## config.mk

```make
export PLATFORM = sky130hd
export DESIGN_NAME = multi_click_key_classifier_unit_flat
export DESIGN_NICKNAME = d
export VERILOG_FILES = /design/src/design/mcc_pkg.sv /design/src/design/mcc_sample_if.sv /design/src/design/mcc_result_if.sv /design/src/design/multi_click_key_classifier_unit.sv /design/src/design/mcc_count.sv /design/src/design/mcc_window.sv /design/src/flat_wrapper.sv
export VERILOG_INCLUDE_DIRS = /design/src /design/src/design
export SDC_FILE = /design/constraint.sdc
export NUM_CORES = 1
export LEC_CHECK = 0
export ABC_AREA = 0
export ABC_CLOCK_PERIOD_IN_PS = 13200
export CORE_UTILIZATION = 60
export DETAILED_ROUTE_END_ITERATION = 8
export DONT_BUFFER_PORTS = 1
export PLACE_DENSITY_LB_ADDON = 0.05
export RECOVER_POWER = 50
export SLEW_MARGIN = 15
export SYNTH_ARGS = -nofsm -noshare
export SYNTH_HDL_FRONTEND = slang
export SYNTH_SLANG_ARGS = --single-unit
```

## constraint.sdc

```tcl
create_clock -name clk -period 13.2 [get_ports clk]
set_input_delay 2.64 -clock clk [delete_from_list [all_inputs] [get_ports clk]]
set_output_delay 2.64 -clock clk [all_outputs]
set_load 0.005 [all_outputs]
```

## src/design/multi_click_key_classifier_unit_defines.svh

```systemverilog
`ifndef MULTI_CLICK_KEY_CLASSIFIER_UNIT_DEFINES_SVH
`define MULTI_CLICK_KEY_CLASSIFIER_UNIT_DEFINES_SVH

// same-cycle implication, sampled on clk, off during reset
`define MCC_ASSERT_NOW(label, ante, cons, msg) \
    label: assert property (@(posedge clk) disable iff (!rst_n) (ante) |-> (cons)) \
        else $error(msg);

// next-cycle implication
`define MCC_ASSERT_NEXT(label, ante, cons, msg) \
    label: assert property (@(posedge clk) disable iff (!rst_n) (ante) |=> (cons)) \
        else $error(msg);

`endif

```

## src/design/mcc_pkg.sv

```systemverilog
`timescale 1ns / 1ps

package mcc_pkg;

    localparam int MAX_WINDOW = 32;
    localparam int CFG_IDX_W  = 1;
    localparam int CFG_DATA_W = 5;

    localparam logic [CFG_IDX_W-1:0] CFG_RELEASE_TIMEOUT = 1'b0;
    localparam logic [CFG_IDX_W-1:0] CFG_LONG_ROUNDS     = 1'b1;

    localparam logic [4:0] RELEASE_TIMEOUT_RST = 5'd8;
    localparam logic [3:0] LONG_ROUNDS_RST     = 4'd3;

    typedef enum logic [2:0] {
        EV_NONE   = 3'd0,
        EV_SINGLE = 3'd1,
        EV_DOUBLE = 3'd2,
        EV_TRIPLE = 3'd3,
        EV_LONG   = 3'd4
    } event_t;

    typedef struct packed {
        logic [4:0] release_timeout;
        logic [3:0] long_rounds;
    } cfg_t;

    typedef struct packed {
        event_t event_code;
        logic   busy;
    } result_t;

    typedef struct packed {
        logic   none;
        event_t code;
    } count_t;

    // swar popcount over a 32-bit word
    function automatic logic [5:0] popcount32(input logic [31:0] w);
        logic [31:0] m;
        m = (w & 32'h5555_5555) + ((w >> 1) & 32'h5555_5555);
        m = (m & 32'h3333_3333) + ((m >> 2) & 32'h3333_3333);
        m = (m + (m >> 4)) & 32'h0F0F_0F0F;
        m = m + (m >> 8);
        m = m + (m >> 16);
        return m[5:0];
    endfunction

endpackage

```

## src/design/mcc_sample_if.sv

```systemverilog
`timescale 1ns / 1ps

interface mcc_sample_if;
    logic valid;
    logic ready;
    logic level_released;

    modport source (output valid, output level_released, input ready);
    modport sink (input valid, input level_released, output ready);
endinterface

```

## src/design/mcc_result_if.sv

```systemverilog
`timescale 1ns / 1ps

interface mcc_result_if;
    logic       valid;
    logic       ready;
    logic [2:0] event_code;
    logic       busy_res;

    modport source (output valid, output event_code, output busy_res, input ready);
    modport sink (input valid, input event_code, input busy_res, output ready);
endinterface

```

## src/design/multi_click_key_classifier_unit.sv

```systemverilog
// multi-click key classifier
// sample channel: one key level per beat, 1 released, 0 pressed.
// result channel: one beat per sample beat, in order: event_code
//   (0 none, 1 single, 2 double, 3 triple, 4 long press) and busy_res,
//   high while a sampling window stays open after that sample.
// config port: cfg_we with cfg_index 0 writes release_timeout (5 bits),
//   index 1 writes long_rounds (low 4 bits of cfg_data); write only while idle.
// result register: a result beat appears in the cycle after its sample beat is taken.
// throughput: one sample per cycle unless a pending result is stalled;
//   the key state update, the transition popcount and the classification
//   all settle combinationally between the state and result registers.
// receiver stall: the result register holds its beat and the sample side
//   keeps taking beats only when that register drains in the same cycle.
// reset: all key state clears, no result is pending, release_timeout
//   returns to 8 and long_rounds to 3.
`timescale 1ns / 1ps
`include "multi_click_key_classifier_unit_defines.svh"

module multi_click_key_classifier_unit
    import mcc_pkg::*;
#(
    parameter int WINDOW = 32
) (
    input  logic                  clk,
    input  logic                  rst_n,
    input  logic                  cfg_we,
    input  logic [CFG_IDX_W-1:0]  cfg_index,
    input  logic [CFG_DATA_W-1:0] cfg_data,
    mcc_sample_if.sink            sample,
    mcc_result_if.source          result
);

    cfg_t    cfg_reg;
    logic    out_valid_reg;
    event_t  ev_reg;
    logic    busy_reg;
    logic    step;
    result_t res;

    assign sample.ready = !out_valid_reg || result.ready;
    assign step = sample.valid && sample.ready;

    mcc_window #(.WINDOW(WINDOW)) u_window (
        .clk   (clk),
        .rst_n (rst_n),
        .step  (step),
        .lvl   (sample.level_released),
        .cfg   (cfg_reg),
        .res   (res)
    );

    always_ff @(posedge clk or negedge rst_n)
    begin
        if (!rst_n)
        begin
            cfg_reg.release_timeout <= RELEASE_TIMEOUT_RST;
            cfg_reg.long_rounds     <= LONG_ROUNDS_RST;
        end
        else if (cfg_we)
        begin
            case (cfg_index)
                CFG_RELEASE_TIMEOUT: cfg_reg.release_timeout <= cfg_data[4:0];
                CFG_LONG_ROUNDS:     cfg_reg.long_rounds <= cfg_data[3:0];
                default:             cfg_reg <= cfg_reg;
            endcase
        end
    end

    always_ff @(posedge clk or negedge rst_n)
    begin
        if (!rst_n)
        begin
            out_valid_reg <= 1'b0;
        end
        else if (sample.ready)
        begin
            out_valid_reg <= sample.valid;
        end
    end

    always_ff @(posedge clk)
    begin
        if (step)
        begin
            ev_reg   <= res.event_code;
            busy_reg <= res.busy;
        end
    end

    assign result.valid      = out_valid_reg;
    assign result.event_code = ev_reg;
    assign result.busy_res   = busy_reg;

    // a reported click or long press always closes the window
    `MCC_ASSERT_NOW(a_event_closes, out_valid_reg && ev_reg != EV_NONE, !busy_reg,
        "event reported with window still open")
    `MCC_ASSERT_NEXT(a_beat_follows, step, out_valid_reg,
        "accepted sample produced no result beat")
    `MCC_ASSERT_NEXT(a_drain_empty, out_valid_reg && result.ready && !step, !out_valid_reg,
        "result beat repeated after drain")

endmodule

```

## src/design/mcc_count.sv

```systemverilog
`timescale 1ns / 1ps

module mcc_count
    import mcc_pkg::*;
#(
    parameter int WINDOW = 32
) (
    input  logic [WINDOW-1:0] bits,
    output count_t            cnt
);

    logic [WINDOW-1:0] marks;
    logic [31:0]       marks_ext;
    logic [5:0]        n;

    // a press sample directly older than a released one
    assign marks = ~bits & {bits[WINDOW-2:0], 1'b0};

    always_comb
    begin
        marks_ext = '0;
        marks_ext[WINDOW-1:0] = marks;
        n = popcount32(marks_ext);
        cnt.none = (n == 6'd0);
        if (n != 6'd0 && n <= 6'd3)
        begin
            cnt.code = event_t'(n[2:0]);
        end
        else
        begin
            cnt.code = EV_NONE;
        end
    end

endmodule

```

## src/design/mcc_window.sv

```systemverilog
`timescale 1ns / 1ps

module mcc_window
    import mcc_pkg::*;
#(
    parameter int WINDOW = 32
) (
    input  logic    clk,
    input  logic    rst_n,
    input  logic    step,
    input  logic    lvl,
    input  cfg_t    cfg,
    output result_t res
);

    localparam int CNT_W = $clog2(WINDOW + 1);
    localparam int SH_W  = $clog2(WINDOW);

    logic              prev_reg, prev_next;
    logic              cur_reg, cur_next;
    logic              open_reg, open_next;
    logic [CNT_W-1:0]  cnt_reg, cnt_next;
    logic [WINDOW-1:0] bits_reg, bits_next;
    logic [4:0]        run_reg, run_next;
    logic [3:0]        quiet_reg, quiet_next;

    count_t            tally;
    logic              go;
    logic [WINDOW-1:0] shifted;
    logic [4:0]        run_inc;
    logic [3:0]        quiet_base;
    logic [3:0]        quiet_inc;
    logic [SH_W-1:0]   sh;
    event_t            ev;

    mcc_count #(.WINDOW(WINDOW)) u_count (
        .bits (bits_reg),
        .cnt  (tally)
    );

    always_comb
    begin
        prev_next  = prev_reg;
        cur_next   = cur_reg;
        open_next  = open_reg;
        cnt_next   = cnt_reg;
        bits_next  = bits_reg;
        run_next   = run_reg;
        quiet_next = quiet_reg;
        ev         = EV_NONE;
        go         = 1'b1;
        quiet_base = quiet_reg;

        shifted = {bits_reg[WINDOW-2:0], lvl};
        run_inc = (run_reg == 5'd31) ? run_reg : run_reg + 5'd1;
        sh      = SH_W'(WINDOW - 1) - cnt_reg[SH_W-1:0];

        if (!open_reg)
        begin
            prev_next = cur_reg;
            cur_next  = lvl;
            if (!(lvl == 1'b0 && cur_reg == 1'b1))
            begin
                cnt_next = '0;
                bits_next = '0;
                run_next = '0;
                go = 1'b0;
            end
            else
            begin
                quiet_next = '0;
                quiet_base = '0;
            end
        end

        quiet_inc = (quiet_base == 4'd15) ? quiet_base : quiet_base + 4'd1;

        if (go)
        begin
            if (cnt_reg < CNT_W'(WINDOW))
            begin
                open_next = 1'b1;
                if (lvl)
                begin
                    if (run_inc >= cfg.release_timeout)
                    begin
                        // early close: pad the untaken positions with released
                        run_next  = '0;
                        bits_next = (shifted << sh) | ~({WINDOW{1'b1}} << sh);
                        cnt_next  = CNT_W'(WINDOW);
                    end
                    else
                    begin
                        run_next  = run_inc;
                        bits_next = shifted;
                        cnt_next  = cnt_reg + CNT_W'(1);
                    end
                end
                else
                begin
                    run_next  = '0;
                    bits_next = shifted;
                    cnt_next  = cnt_reg + CNT_W'(1);
                end
            end
            else
            begin
                open_next = 1'b0;
                cnt_next  = '0;
                if (tally.none)
                begin
                    quiet_next = quiet_inc;
                    if (quiet_inc >= cfg.long_rounds)
                    begin
                        ev = EV_LONG;
                    end
                    else
                    begin
                        open_next = 1'b1;
                    end
                end
                else
                begin
                    ev = tally.code;
                end
            end
        end

        res.event_code = ev;
        res.busy       = open_next;
    end

    always_ff @(posedge clk or negedge rst_n)
    begin
        if (!rst_n)
        begin
            prev_reg  <= 1'b0;
            cur_reg   <= 1'b0;
            open_reg  <= 1'b0;
            cnt_reg   <= '0;
            bits_reg  <= '0;
            run_reg   <= '0;
            quiet_reg <= '0;
        end
        else if (step)
        begin
            prev_reg  <= prev_next;
            cur_reg   <= cur_next;
            open_reg  <= open_next;
            cnt_reg   <= cnt_next;
            bits_reg  <= bits_next;
            run_reg   <= run_next;
            quiet_reg <= quiet_next;
        end
    end

endmodule

```

## src/flat_wrapper.sv

```systemverilog
// flat-port wrapper written by rule: the top's interface ports become plain ports
module multi_click_key_classifier_unit_flat import mcc_pkg::*;
#(
    parameter int WINDOW = 32
)
  (clk, rst_n, cfg_we, cfg_index, cfg_data, sample_valid, sample_level_released, sample_ready, result_valid, result_event_code, result_busy_res, result_ready);
  mcc_sample_if sample_i ();
  mcc_result_if result_i ();
  input  logic clk;
  input  logic rst_n;
  input  logic cfg_we;
  input  logic [CFG_IDX_W-1:0] cfg_index;
  input  logic [CFG_DATA_W-1:0] cfg_data;
  input wire logic [$bits(sample_i.valid)-1:0] sample_valid;
  input wire logic [$bits(sample_i.level_released)-1:0] sample_level_released;
  output wire logic [$bits(sample_i.ready)-1:0] sample_ready;
  output wire logic [$bits(result_i.valid)-1:0] result_valid;
  output wire logic [$bits(result_i.event_code)-1:0] result_event_code;
  output wire logic [$bits(result_i.busy_res)-1:0] result_busy_res;
  input wire logic [$bits(result_i.ready)-1:0] result_ready;
  assign sample_i.valid = sample_valid;
  assign sample_i.level_released = sample_level_released;
  assign sample_ready = sample_i.ready;
  assign result_valid = result_i.valid;
  assign result_event_code = result_i.event_code;
  assign result_busy_res = result_i.busy_res;
  assign result_i.ready = result_ready;
  multi_click_key_classifier_unit #(.WINDOW(WINDOW)) u_core (.clk(clk), .rst_n(rst_n), .cfg_we(cfg_we), .cfg_index(cfg_index), .cfg_data(cfg_data), .sample(sample_i), .result(result_i));
endmodule
```

; ---- Word-level counts from Yosys, hierarchy flattened
; Cells that the tools add are included.
[word_totals]
ff_bits = 63
latchBits = 0
mem_bits_rw = 0
rom_bits = 0
input_bits = 12
memories = 0
[classes]
add_sub_neg = 9
n_mul = 0
div = 0
magnitude_cmp = 4
n_eq_ne = 4
shifts = 2
muxes = 34
bitwise_logic = 8
reduce_logical = 12
[op_table]
columns = op, count
row1 = 32-bit two-way mux, 6
row2 = 32-bit inverter, 2
row3 = 6-bit two-way mux, 6
row4 = 5-bit two-way mux, 7
row5 = 31-bit by 31-bit adder with 32-bit output, 1
row6 = 32-bit bitwise AND, 1
row7 = 32-bit OR, 1
row8 = 32-bit by 5-bit << shifter with 32-bit output, 1
row9 = "32-bit by 5-bit << shifter with 32-bit output, first input constant", 1
row10 = 30-bit by 30-bit adder with 31-bit output, 1
row11 = 28-bit by 27-bit adder with 28-bit output, 1
row12 = 4-bit two-way mux, 6
row13 = 20-bit by 20-bit adder with 21-bit output, 1
row14 = 3-bit two-way mux, 3
row15 = "6-bit by 1-bit adder with 6-bit output, second input constant", 1
row16 = 6-bit by 5-bit adder with 6-bit output, 1
row17 = "6-bit by 2-bit <= comparator with 1-bit output, second input constant", 1
row18 = 6-bit logical NOT, 1
row19 = "6-bit less-than comparator, second input constant", 1
row20 = 1-bit two-way mux, 6
row21 = 2-bit AND reduction, 3
row22 = 6-bit nonzero test, 1
row23 = "5-bit by 1-bit adder with 5-bit output, second input constant", 1
row24 = "5-bit == test, second input constant", 1
row25 = 13 further kinds, 18

; ---- Depth between registers and ports, before layout
; Gate-level depths: netlist of the first run.
[depth]
ltp_word = 11
depth_mapped = 19
mapped_depth_nobuf = 19

; ---- Hierarchy
; Synthesis of the first run repeated with hierarchy kept, for this count alone.
[unflattened]
hier_cells = 663
hier_area_um2 = 6582.6
[by_module_without_submodules]
columns = mod, instances, cells_each, area_per_inst_um2, seq_area_each_um2
row1 = mcc_window, 1, 471, 4633.2, 1226.2
row2 = mcc_count, 1, 164, 1420.1, 0.0
row3 = multi_click_key_classifier_unit, 1, 28, 529.3, 374.1

; ---- Worst setup path before layout of the first run
; No wires, ideal clock.
[synth_path]
path_kind = in2out
start = in result_ready
end = out sample_ready
t_arrival_ps = 2809
required_time_ps = 10560
setup_slack_ps = 7751
cell_stages = 1
path_cell_list = nand2b_1
[synth_between]
elab_chain_len = 1
[synth_rtl]
columns = element, line_no
row1 = "start, declared", flat_wrapper.sv:20  ; input wire logic [$bits(result_i.ready)-1:0] result_ready;
row2 = 1-bit logical OR, multi_click_key_classifier_unit.sv:40  ; assign sample.ready = !out_valid_reg || result.ready;
row3 = "end, declared", flat_wrapper.sv:16  ; output wire logic [$bits(sample_i.ready)-1:0] sample_ready;
; No other way between the ends.

; ---- Final worst setup path of the first run
; Same ends and word-level chain as after synthesis.

==> results of run 1 <==
-- worst reg2reg max path, cell delays in order (launching register included) --
cell,delay (ns)
dfrtp_1,0.68
nor2b_1,0.13
ha_1,0.30
ha_1,0.15
inv_1,0.05
fa_1,0.48
inv_1,0.07
fa_1,0.53
fa_1,0.57
inv_1,0.07
fa_1,0.41
a211oi_1,0.22
mux2i_1,0.18
nor4_2,0.66
a21oi_1,0.16
a221o_1,0.28
-- how the worst max path moves through the flow --
stage | start | slack, ns | depth (start not counted) | to
detailed placement | result_ready | 7.73 | 1 | sample_ready
CTS | result_ready | 7.73 | 1 | sample_ready
floorplan | result_ready | 7.75 | 1 | sample_ready
global route | result_ready | 7.71 | 1 | sample_ready
global placement | result_ready | 7.74 | 1 | sample_ready
finish | result_ready | 7.72 | 1 | sample_ready
-- metal layers --
metal / vias to the layer above / track usage
met2: 318 / 0.497
met3: 49 / 0.0699
met5: - / 0
met1: 2867 / 0.460
met4: 0 / 0.145
li1: 2635 / -
-- logic make-up (layout without fill, tap and decap cells) --
logic type | Yosys count | in the layout | share of synthesized area
AO/OA/AOI/OAI | 186 | 186 | 0.188
other | 1 | 10 | 0.000543
AND/OR/NAND/NOR | 181 | 181 | 0.127
buffers and inverters | 125 | 87 | 0.0795
multiplexers | 96 | 96 | 0.217
XOR/XNOR | 12 | 12 | 0.0152
flip-flops | 63 | 63 | 0.232
adder cells (fa/ha/maj) | 69 | 69 | 0.141
-- stage by stage --
stage                     hold slack, ns  area (sq um)  worst slack (ns)  utilization
after floorplan                    0.463          6940              7.75            -
after global placement             0.493          6870              7.74        0.623
after detailed placement           0.499          6870              7.73        0.623
after CTS                          0.507          7190              7.73        0.652
after global routing               0.537          7200              7.71        0.653
final                              0.509          7200              7.72        0.653
-- Yosys cell counts (7+ instances only) --
library cell | n | area share
a22o_1 | 11 | 0.014
mux2i_1 | 40 | 0.058
o31ai_1 | 7 | 0.0076
ha_1 | 54 | 0.098
buf_2 | 11 | 0.0080
mux4_1 | 10 | 0.038
clkbuf_1 | 38 | 0.021
o211ai_1 | 9 | 0.0098
nor3_1 | 13 | 0.0094
a21oi_1 | 20 | 0.014
a21o_1 | 16 | 0.017
nand2b_1 | 13 | 0.012
mux2_2 | 17 | 0.028
dfrtp_1 | 56 | 0.20
nor2b_1 | 12 | 0.011
nand3_1 | 13 | 0.0094
a31oi_1 | 7 | 0.0063
nor4_1 | 8 | 0.0072
mux4_2 | 28 | 0.091
xor2_1 | 7 | 0.0089
and3_1 | 7 | 0.0063
a32oi_1 | 9 | 0.011
fa_1 | 15 | 0.043
o21ai_0 | 49 | 0.036
inv_1 | 62 | 0.034
nand2_1 | 67 | 0.036
nor2_1 | 27 | 0.015
-- placed cells by master, fill, tap and decap left out, types with 6 or more instances in the layout --
cell       synthesis  layout
nand2_1           67      67
inv_1             62      62
dfrtp_1           56      55
ha_1              54      54
o21ai_0           49      49
mux2i_1           40      40
mux4_2            28      28
nor2_1            27      27
a21oi_1           20      20
mux2_2            17      17
a21o_1            16      16
fa_1              15      15
nand2b_1          13      13
nor3_1            13      13
nand3_1           13      13
nor2b_1           12      12
a22o_1            11      11
mux4_1            10      10
conb_1             1      10
clkbuf_16          0      10
o211ai_1           9       9
a32oi_1            9       9
buf_4              3       8
xor2_1             7       7
a31oi_1            7       7
and3_1             7       7
nor4_1             8       7
o31ai_1            7       7
a211oi_1           6       6
o22ai_1            6       6
o21a_1             6       6
-- final cells by class --
cell class,instances,share of cell area
clock inverter,6,0.0103
timing repair buffer,8,0.00834
tap,140,0.0243
clock buffer,10,0.0348
sequential,63,0.222
multi-input combinational,554,0.667
inverter,63,0.0328
==> flow_summary_export.csv, run 1 <==
group,metric,value,unit
grt,antenna_found_initial,0,
die,rows,38,
detailed_routing,drt_iter0_drc,633,
synthesis,synth_top_flop_cell,"dfrtp_1",
finish,multi_input_area,4800,sq um
synthesis,ys_ff_latch,63,
worst_setup_path,crit_arrival,2.84,ns
detailed_routing,drc_errors,0,
detailed_routing,drt_wl_total,18600,microns
timing,clock_skew,0.00973,ns
timing,fmax,183,MHz
worst_setup_path,start_kind,"input port",
worst_setup_path,critical_path_buf_inv_count,0,
min_path,holdPathEnd,"u_core.u_window.open_reg",
worst_setup_path,rrSetupSlack,8.16,ns
cts,cts_tree,"built",
cts,cts_max_level,3,
finish,seq_area,1600,sq um
detailed_routing,highest_layer,"met4",
cts,postCtsSetupBuffers,0,
detailed_routing,wl_met1,7950,microns
min_path,holdPathStages,1,
worst_setup_path,critical_path_required,10.56,ns
synthesis,yosysWarnings,0,
job,cap_violations,0,
cts,cts_hold_buffers,0,
worst_setup_path,worstReg2RegEnd,"u_core.u_window.quiet_reg[1]",
finish,fin_cells,844,
worst_setup_path,cp_top_family,"simple AND/OR/NAND/NOR gates",
timing,hold_viol_final,0,
timing,worstMarginPinSlew,1.06,ns
placed_design,io_buffers,0,
die,die_h,109,microns
placed_design,hpwl,12800,microns
finish,largest_reg_flops,32,
timing,rsz0062_at_grt,"no",
worst_setup_path,criticalPathCategory,"input port to output pin",
detailed_routing,vias,5869,
synthesis,syn_inst,733,
timing,setup_viol,0,
cts,clk_pin_slew,0.06,ns
worst_setup_path,crit_chain,"nand2b_1",
die,dieArea,11900,sq um
synthesis,syn_area,6910,sq um
placed_design,place_inst,828,
grt,first_global_vias,5583,
finish,drive_gt1_frac,0.124,
timing,layout_min_cycle_time,5.48,ns
timing,slew_violations,0,
timing,max_slew_margin,0.296,
die,pin_count,18,
finish,diodes,0,
finish,fill_cells,917,
die,core,11000,sq um
detailed_routing,met3_length,1740,microns
status,outcome,"complete, no violations",
die,start_util,0.626,
worst_setup_path,r2r_cells,15,
grt,grt_pass1_wl,29800,microns
detailed_routing,wl_per_cell,22.0,microns
cts,insertion_delay,0.34,ns
min_path,hold_start,"u_core.u_window.cnt_reg[5]",
worst_setup_path,crit_fanout,4,
worst_setup_path,r2r-start,"u_core.u_window.bits_reg[13]",
detailed_routing,met2_length,8270,microns
placed_design,gp_congestion,0.983,
min_path,hp-class,"flip-flop to flip-flop",
synthesis,async_flop_share,0.937,
synthesis,synth.avg_cell_area,9.42,sq um
timing,fin_setup_tns,0,ns
grt,grt.overflow.total,0,
finish,finalNetCount,780,
worst_setup_path,crit_path_top_delay_cell,"nand2b_1",
detailed_routing,viasPerCell,6.95,
synthesis,ys_types,71,
detailed_routing,firstDrtPassIters,7,
cts,cts_resized,0,
cts,cts_buffers,9,
timing,layout_worst_path_cycle_share,0.415,
synthesis,ys_seq_area_frac,0.232,
grt,grtUsageTotal,0.330,
detailed_routing,postRouteAntennaNets,0,
cts,clock_path_buffers,2,
cts,cts-root-buf,"clkbuf_16",
die,fp.dieW,109,microns
grt,grt_start_max_net_pins,60,
finish,syn2layout_area_growth,4.22,%
cts,cts.sinks,63,
synthesis,synth_edf_count,4,
worst_setup_path,critPathCaptureType,"output pin",
worst_setup_path,cpPeakStageDelay,0.20,ns
Power of run 1 is left out: the tool's default activity adds up to more than one toggle a clock period on the data nets, which glitch-free logic cannot reach.
==> run 2, diff against run 1 <==
Settings changed: ABC_AREA 0 to 1, ABC_CLOCK_PERIOD_IN_PS 13200 to 4400.
Clock period 13.2 ns to 4.4 ns, I/O delays scaled along.
==> flow_summary_export.csv, run 2 <==
group,metric,value,unit
power,p_per_area,631,nW/um^2
finish,fill_cells,1016,
die,core,10800,sq um
synthesis,ys_ff_latch,63,
synthesis,syn_inst,1026,
detailed_routing,vias,6721,
detailed_routing,drt_iter0_drc,776,
timing,clock_skew,0.0131,ns
power,p_int,2.15,mW
cts,cts-root-buf,"clkbuf_8",
grt,grt_start_max_net_pins,60,
worst_setup_path,start_kind,"flip-flop",
grt,first_global_vias,6054,
finish,seq_area,1600,sq um
finish,final_common_cell,"nand2_1",
power,p_seq_frac,0.196,
grt,grt.overflow.total,0,
worst_setup_path,path_common_cell,"ha_1",
power,swShare,0.521,
detailed_routing,viasPerCell,5.72,
timing,max_slew_margin,0.329,
detailed_routing,drc_errors,0,
worst_setup_path,critical_path_required,4.65,ns
finish,layout_common_cells,"nand2_1 (343), nand3_1 (161), inv_1 (98), dfrtp_1 (55), ha_1 (53)",
cts,insertion_delay,0.37,ns
worst_setup_path,critical_path_buf_inv_count,3,
power,irDropWorstVdd,0.00100,V
finish,diodes,0,
placed_design,io_buffers,0,
timing,rsz0062_at_grt,"yes",
placed_design,gp_congestion,1.05,
timing,layout_min_cycle_time,4.30,ns
placed_design,hpwl,13900,microns
die,die_h,108,microns
synthesis,async_flop_share,0.937,
worst_setup_path,cp_top_family,"adder cells",
synthesis,synth.most_common_cell,"nand2_1",
placed_design,post_dp_cell_area,6780,sq um
cts,cts.sinks,63,
synthesis,synth.avg_cell_area,6.53,sq um
cts,clk_pin_slew,0.08,ns
timing,slew_violations,0,
timing,setup_viol,0,
worst_setup_path,crit_chain,"inv_2 -> nor2_1 -> ha_1 -> ha_1 -> inv_1 -> fa_1 -> inv_1 -> fa_1 -> xor2_1 -> ha_1 -> a21oi_1 -> nand2_1 -> xor2_1 -> ha_1 -> nor2_1 -> o21ai_1 -> nor2b_1 -> nand4_1 -> nor2_4 -> nand3_1 -> xor2_1",
detailed_routing,postRouteAntennaNets,0,
synthesis,ys_types,38,
worst_setup_path,crit_path_top_delay_cell,"fa_1",
finish,multi_input_area,4440,sq um
die,pin_count,18,
synthesis,synth_top_area_cell,"dfrtp_1",
power,leakagePower,3.72,nW
die,dieArea,11600,sq um
worst_setup_path,criticalPathCategory,"flip-flop to flip-flop",
min_path,hp-class,"input port to asynchronous set/reset pin",
placed_design,dp_slack,0.0606,ns
synthesis,yosysWarnings,0,
timing,worstMarginPinSlew,1.01,ns
grt,grt_pass1_wl,30800,microns
power,power,4.49,mW
finish,largest_reg_flops,32,
power,power_frac_comb,0.673,
timing,layout_worst_path_cycle_share,0.978,
synthesis,syn_area,6700,sq um
detailed_routing,wl_per_cell,16.4,microns
die,fp.dieW,108,microns
worst_setup_path,crit_fanout,5,
cts,clock_path_buffers,2,
synthesis,synth_area_leaders,"dfrtp_1 (21%), nand2_1 (19%), nand3_1 (12%), ha_1 (10%), inv_1 (6.1%)",
finish,syn2layout_area_growth,6.20,%
status,outcome,"complete, no violations",
finish,drive_gt1_frac,0.0936,
detailed_routing,drt_wl_total,19200,microns
cts,cts_max_level,3,
synthesis,synth_top_area_share,0.209,
synthesis,synthTopCellsByCount,"nand2_1 (344), nand3_1 (161), inv_1 (109)",
job,cap_violations,0,
synthesis,synth_edf_count,4,
detailed_routing,firstDrtPassIters,7,
worst_setup_path,cpPeakStageDelay,0.47,ns
finish,final_area,7120,sq um
worst_setup_path,critPathCaptureType,"flip-flop",
die,rows,38,
die,start_util,0.618,
finish,finalNetCount,1112,
grt,grtUsageTotal,0.347,
cts,cts_tree,"built",
timing,fmax,232,MHz
timing,fin_setup_tns,0,ns
cts,cts_buffers,9,
power,p_clk_frac,0.131,
worst_setup_path,crit_arrival,4.55,ns
timing,fin_ws,0.0968,ns
synthesis,synth_top_flop_cell,"dfrtp_1",
power,switchingPower,2.34,mW
synthesis,ys_seq_area_frac,0.239,
grt,antenna_found_initial,0,
timing,hold_viol_final,0,
## run 2: cell types whose count changed in the layout (fill, tap and decap cells not counted), moves of 24 or more
cell / change
buf_4: +24
mux4_2: -28
inv_1: +36
mux2i_1: -40
nand2_1: +276
nand3_1: +148
## run 2: power groups by stage
stage | sequential [mW] | combinational (mW) | clock (mW)
floorplan | 0.837 | 2.25 | 0
detailed placement | 0.888 | 2.87 | 0
global route | 0.899 | 3.41 | 0.615
global placement | 0.886 | 2.79 | 0
finish | 0.881 | 3.03 | 0.588
CTS | 0.879 | 2.89 | 0.585
## run 2: repair_timing
item / in CTS / in global routing
gates resized for setup: 0 / 29
setup buffers: 0 / 11
setup endpoints to repair: 0 / 7
hold buffers: 0 / 0
## run 2: logic make-up after synthesis
kind of cell	count (synthesis)	share of synthesized area
AND/OR/NAND/NOR	578	0.375
buffers and inverters	165	0.111
AO/OA/AOI/OAI	135	0.110
adder cells (fa/ha/maj)	69	0.146
flip-flops	63	0.239
XOR/XNOR	15	0.0196
other	1	0.000559
## run 2: final timing paths
check | start | endpoint | slack, ns | depth (start not counted)
worst max-delay path | u_core.u_window.bits_reg[19] | u_core.u_window.quiet_reg[0] | 0.1 | 21
worst min-delay path | rst_n | u_core.u_window.quiet_reg[2] | 0.19 | 0
worst max register to register | u_core.u_window.bits_reg[19] | u_core.u_window.quiet_reg[0] | 0.1 | 21
worst min register to register | u_core.cfg_reg[7] | u_core.cfg_reg[7] | 0.50 | 2
max in group asynchronous | rst_n | u_core.cfg_reg[7] | 4.01 | 0
min in group clk | u_core.cfg_reg[7] | u_core.cfg_reg[7] | 0.50 | 2
## run 2: area by class of cell
type	count	area share
inverter	118	0.0629
sequential	63	0.225
timing repair buffer	32	0.0337
clock inverter	3	0.00949
tap	140	0.0246
clock buffer	13	0.0209
multi-input combinational	807	0.623
## run 2: through the flow
stage / utilization / hold slack, ns / cells
global route: 0.657 / 0.180 / 1176
floorplan: - / 0.453 / 1035
CTS: 0.645 / 0.192 / 1165
detailed placement: 0.625 / 0.484 / 1149
global placement: 0.625 / 0.468 / 1149
finish: 0.657 / 0.194 / 1176
## run 2: metal layers
metal / vias up / wire (microns) / global-route usage
li1: 3355 / - / -
met1: 3001 / 8820 / 0.495
met2: 313 / 8100 / 0.513
met3: 52 / 1680 / 0.0660
met4: 0 / 638 / 0.140
met5: - / 0 / 0
Power figures use the tool's default switching activity.
